--- config.mk ---
export PLATFORM = sky130hd
export DESIGN_NAME = dtdps_ctrl
export DESIGN_NICKNAME = d
export VERILOG_FILES = /design/src/rtl/core/dtdps_pkg.sv /design/src/rtl/core/dtdps_ctrl.sv
export SDC_FILE = /design/constraint.sdc
export NUM_CORES = 1
export LEC_CHECK = 0
export BUFFER_PORTS_ARGS = -buffer_cell sky130_fd_sc_hd__buf_4
export CAP_MARGIN = 40
export CORE_AREA = 2 2 39 41
export CTS_CLUSTER_SIZE = 25
export DETAILED_ROUTE_END_ITERATION = 10
export DIE_AREA = 0 0 41 43
export PLACE_DENSITY = 0.62
export SYNTH_ARGS = -nofsm -noshare
export SYNTH_HDL_FRONTEND = slang
export SYNTH_SLANG_ARGS = --single-unit
export TNS_END_PERCENT = 10
--- constraint.sdc ---
create_clock -name clock -period 1.86 [get_ports clock]
set_input_delay 0.093 -clock clock [delete_from_list [all_inputs] [get_ports clock]]
set_output_delay 0.093 -clock clock [all_outputs]
set_load 0.02 [all_outputs]
--- src/rtl/core/dtdps_pkg.sv ---
// Shared types and constants for the dual-tap delay-line pitch shifter.
package dtdps_pkg;

   localparam int LINE_DEPTH_DEF    = 2048;
   localparam int FRACTION_BITS_DEF = 16;

   localparam int SAMPLE_W   = 32;
   localparam int PITCH_W    = 17;
   localparam int PITCH_FRAC = 16;
   localparam int FADE_BITS  = 16;
   localparam int WGT_W      = FADE_BITS + 1;

   localparam logic [PITCH_W-1:0] PITCH_RESET = PITCH_W'(81920);
   localparam logic [WGT_W-1:0]   FADE_ONE    = WGT_W'(65536);

   typedef enum logic [3:0] {
      ST_CLEAR,
      ST_IDLE,
      ST_RD_A1,
      ST_RD_B1,
      ST_RD_A2,
      ST_RD_B2,
      ST_INTERP2,
      ST_VALUE2,
      ST_WEIGHT,
      ST_EMIT
   } ctrl_state_type;

   typedef enum logic [2:0] {
      MEM_IDLE,
      MEM_CLEAR,
      MEM_SAMPLE,
      MEM_TAP1_A,
      MEM_TAP1_B,
      MEM_TAP2_A,
      MEM_TAP2_B
   } mem_op_type;

   typedef struct packed {
      mem_op_type mem_op;
      logic       cap_d;
      logic       div_load;
      logic       cap_a;
      logic       cap_prod;
      logic       prod_tap2;
      logic       cap_v1;
      logic       cap_v2;
      logic       cap_mix;
      logic       emit;
   } cmd_type;

   typedef struct packed {
      logic clear_last;
      logic div_done;
   } status_type;

endpackage

--- src/rtl/core/dtdps_ctrl.sv ---
// Sequencer for request intake, delay-line accesses, fade and result hand-off.
module dtdps_ctrl (
   input  logic                 clock,
   input  logic                 reset,
   input  logic                 req_valid,
   output logic                 req_stall,
   output logic                 rsp_valid,
   input  logic                 rsp_stall,
   input  dtdps_pkg::status_type status,
   output dtdps_pkg::cmd_type    cmd
);
   import dtdps_pkg::*;

   ctrl_state_type state_ff, state_in;
   logic           rsp_valid_ff, rsp_valid_in;
   logic           out_full;

   assign out_full  = rsp_valid_ff && rsp_stall;
   assign req_stall = (state_ff != ST_IDLE);
   assign rsp_valid = rsp_valid_ff;

   always_ff @(posedge clock) begin
      if (reset) begin
         state_ff     <= ST_CLEAR;
         rsp_valid_ff <= 1'b0;
      end else begin
         state_ff     <= state_in;
         rsp_valid_ff <= rsp_valid_in;
      end
   end

   always_comb begin
      state_in     = state_ff;
      rsp_valid_in = rsp_valid_ff && rsp_stall;
      cmd          = '0;
      cmd.mem_op   = MEM_IDLE;
      case (state_ff)
         ST_CLEAR: begin
            cmd.mem_op = MEM_CLEAR;
            if (status.clear_last) begin
               state_in = ST_IDLE;
            end
         end
         ST_IDLE: begin
            if (req_valid) begin
               cmd.mem_op = MEM_SAMPLE;
               cmd.cap_d  = 1'b1;
               state_in   = ST_RD_A1;
            end
         end
         ST_RD_A1: begin
            cmd.mem_op   = MEM_TAP1_A;
            cmd.div_load = 1'b1;
            state_in     = ST_RD_B1;
         end
         ST_RD_B1: begin
            cmd.mem_op = MEM_TAP1_B;
            cmd.cap_a  = 1'b1;
            state_in   = ST_RD_A2;
         end
         ST_RD_A2: begin
            cmd.mem_op   = MEM_TAP2_A;
            cmd.cap_prod = 1'b1;
            state_in     = ST_RD_B2;
         end
         ST_RD_B2: begin
            cmd.mem_op = MEM_TAP2_B;
            cmd.cap_v1 = 1'b1;
            cmd.cap_a  = 1'b1;
            state_in   = ST_INTERP2;
         end
         ST_INTERP2: begin
            cmd.cap_prod  = 1'b1;
            cmd.prod_tap2 = 1'b1;
            state_in      = ST_VALUE2;
         end
         ST_VALUE2: begin
            cmd.cap_v2 = 1'b1;
            state_in   = ST_WEIGHT;
         end
         ST_WEIGHT: begin
            if (status.div_done) begin
               cmd.cap_mix = 1'b1;
               state_in    = ST_EMIT;
            end
         end
         ST_EMIT: begin
            if (!out_full) begin
               cmd.emit     = 1'b1;
               rsp_valid_in = 1'b1;
               state_in     = ST_IDLE;
            end
         end
         default: begin
            state_in = ST_CLEAR;
         end
      endcase
   end

endmodule

# [Word level (Yosys, flattened, before mapping)]
# Index checks and enable logic that the tools add are counted.
# W data, S select, Z words.
[word_totals] ff_bits=5 word_cells=40
[classes] n_eq_ne=14 mux=19 reduce_logical=5
[ops] op="$pmux W4 S10" count=1
[ops] op="$pmux W3 S6" count=1
[ops] op="$eq A4 B3 Y1 const B" count=4
[ops] op="$mux W4" count=4
[ops] op="$mux W1" count=12
[ops] op="$eq A4 B2 Y1 const B" count=2
[ops] op="$eq A4 B4 Y1 const B" count=2
[ops] op="$ne A2 B2 Y1 const B" count=4
[ops] op="$eq A4 B1 Y1 const B" count=1
[ops] op="$logic_not A4 Y1" count=1
[ops] op="$ne A4 B1 Y1 const B" count=1
[ops] op="$reduce_and A4 Y1" count=1
[ops] op="$reduce_or A2 Y1" count=2
[ops] op="$mux W3" count=1
[ops] op="$logic_and A1 B1 Y1" count=1

# [Depth between registers and ports, before layout]
[logic_depth] word_depth=3 mapped_depth=4 depth_no_buf=3

# [Worst setup path before layout]
# OpenSTA, ideal clock, no wires.
[synth_timing] path_type="flip-flop to output port" from="register state_ff[2]" to="output cmd[1] in the netlist's numbering" arrival_ns=1.143 required_ns=1.767 setup_slack_ns=0.624 stages_incl_launch_ff=4 path_buffers=1 path_cell_list="dfxtp_1 > buf_6 > or3b_4 > nor3b_2"
[synth_lines] element="from (decl)" line_no="dtdps_ctrl.sv:14" rtl="ctrl_state_type state_ff, state_in;"
[synth_lines] element="from (signal assigned)" line_no="dtdps_ctrl.sv:27" rtl="state_ff <= state_in;"
[synth_lines] element="to (decl)" line_no="dtdps_ctrl.sv:10" rtl="output dtdps_pkg::cmd_type cmd"

==> run summary <==
Mapped Area - 357.8 um^2
EDFF count, synth - 0
Antenna violations before repair - 0
DRC viols - 0
Overflow after GRT - 0
VDD IR max - 241.0 uV
HP Class - in2reg
Die area - 1763 um^2
Total negative slack - 0 ps
Inserted Clock Buffers - 3
Vias per std cell - 4.690
Largest net degree at the start of global routing - 14
Syn_nets - 54
Primary FF master, synth - dfxtp_1
Critical path startpoint category - flip-flop
Drt pass-1 iters - 4
Initial DRC Count - 3
# rows - 14
Diodes inserted - 0
Hold Slack - 43.50 ps
Area of the multi-input gates - 232.7 um^2
Final nets - 75
Core ar. - 1384 um^2
Highest clock rate - 599.4 MHz
Synth Instances - 48
Vias in the first global route - 304
Max-cap violations - 0
Final WL - 871 um
Share of cells above drive strength 1 - 0.3824
Tmin final - 1668 ps
Port bufs - 19
First-pass GRT wire length - 1.276 mm
CP Capture Type - primary output
Pwr/cell area - 648.7 nW/um^2
Crit Path Class - reg2out
Post-CTS Resized - 0
Max Fanout on Critical Path - 13
Max H-tree Level - 1
Sequential area share after synthesis - 0.2797
R2r startpoint - state_ff[3]
Die width - 41 um
FF/Latch Area - 100.1 um^2
Worst hold start - reset
Hold Buf Count CTS - 0
CTS Buffer Depth - 2
Seq cells post-synth - 5
CTS tree - yes
Tcrit/Tclk final - 0.8970
Worst Setup SP - state_ff[3]
Yosys warnings - 0
IO Pins - 20
Post-CTS setup buffers - 0
Asr flop ratio synth - 0
Final Max Tran Viols - 0
Clock Latency Late Sink - 240 ps
Reg2reg setup slack - 560 ps
WP data required - 1770 ps
Initial Utilization - 0.2586
Final HPWL DP - 646.4 um
Routability cong. - 0.6737
Filler cell count - 147
Skew final - 0.1969 ps
Commonest non-fill, non-tap cell in the layout - buf_4
Synth-to-Final Area Change - 46.85%
Most frequent cells in the layout - 19 x buf_4, 6 x nand2_1, 6 x a21oi_1, 5 x dfxtp_1
TritonCTS Sinks - 5
WL per Instance - 10.37 um
Root buffer cell - clkbuf_4
Yosys cell types - 22
Final Setup Violations - 0
Mapped Avg Cell Area - 7.455 um^2
Die Height - 43 um
Antenna viol nets, final - 0
Via count - 394
Leakage Power - 0.0002351 uW
Crit path DAT - 1580 ps
Least-Margin Pin Slew - 426.4 ps
Status - finished clean
GRT Resource Usage Total - 0.1094
Max transition margin - 0.7154
Fin. Hold Viols - 0
Clock slew at reported path FFs - 50 ps
RSZ-0062 raised after global routing - false
==> critical path: stages, from the launching register on <==
cell and delay, ps:
dfxtp_1 540, or3b_4 450, nor3b_2 180, buf_4 160
==> final cells by class <==
class	count	area share
inverters	1	0.007143
repair buffers	19	0.2714
well taps	16	0.03810
flip-flops and latches	5	0.1905
clock buffers	4	0.05000
multi-input cells	39	0.4429
==> where the power goes <==
part / switching [uW] / internal, uW / leakage, uW
combinational: 44.2 / 40.3 / 0.000179
clock: 48.8 / 81.4 / 0.0000150
sequential: 13.7 / 112 / 0.0000407
==> sequential cells by signal (all words and copies together), names as in the netlist <==
signal and flops:
rsp_valid 1, state_ff 4
==> per-layer routing <==
layer  vias up  global-route usage  share of wire  wire length, um
met2        11              0.1344           0.45              395
met4         0              0.1000          0.011               10
li1        205                   -              -                -
met1       176              0.1447           0.47              408
met5         -                   0              0                0
met3         2             0.03141          0.065               57
==> logic make-up (layout without fill, tap and decap cells) <==
| kind of cell | Yosys count | count (layout) | share of synthesized area |
|---|---|---|---|
| AOI/OAI and AO/OA | 11 | 11 | 0.1993 |
| DFF | 5 | 5 | 0.2797 |
| buffers and inverters | 4 | 24 | 0.06992 |
| muxes | 1 | 1 | 0.03147 |
| and+or+nand+nor | 27 | 27 | 0.4195 |
==> worst paths after layout <==
path	endpoint	cells after the start
max	cmd[1]	3
min	rsp_valid	2
max reg2reg	state_ff[0]	3
min reg2reg	rsp_valid	2
==> stage by stage <==
| step | area (um^2) | worst slack, ps | util | total power (uW) | cells |
|---|---|---|---|---|---|
| after floorplan | 357.8 | 623.8 | - | 177.3 | 48 |
| after global placement | 499.2 | 467.7 | 0.3608 | 211.8 | 80 |
| after detailed placement | 499.2 | 448.0 | 0.3608 | 212.7 | 80 |
| after CTS | 525.5 | 177.8 | 0.3797 | 345.5 | 84 |
| after global routing | 525.5 | 100.1 | 0.3797 | 358.8 | 84 |
| final | 525.5 | 191.6 | 0.3797 | 340.9 | 84 |
==> cells in the mapped netlist (2+ instances only) <==
master    count  share of area
buf_2         2          0.028
nand2b_1      4          0.070
nor3_1        3          0.042
a211oi_1      2          0.042
and2_1        2          0.035
a21oi_1       6          0.084
dfxtp_1       5           0.28
or2_1         2          0.035
nand2_1       6          0.063
nor2_1        4          0.042
Power figures use the tool's default switching activity.
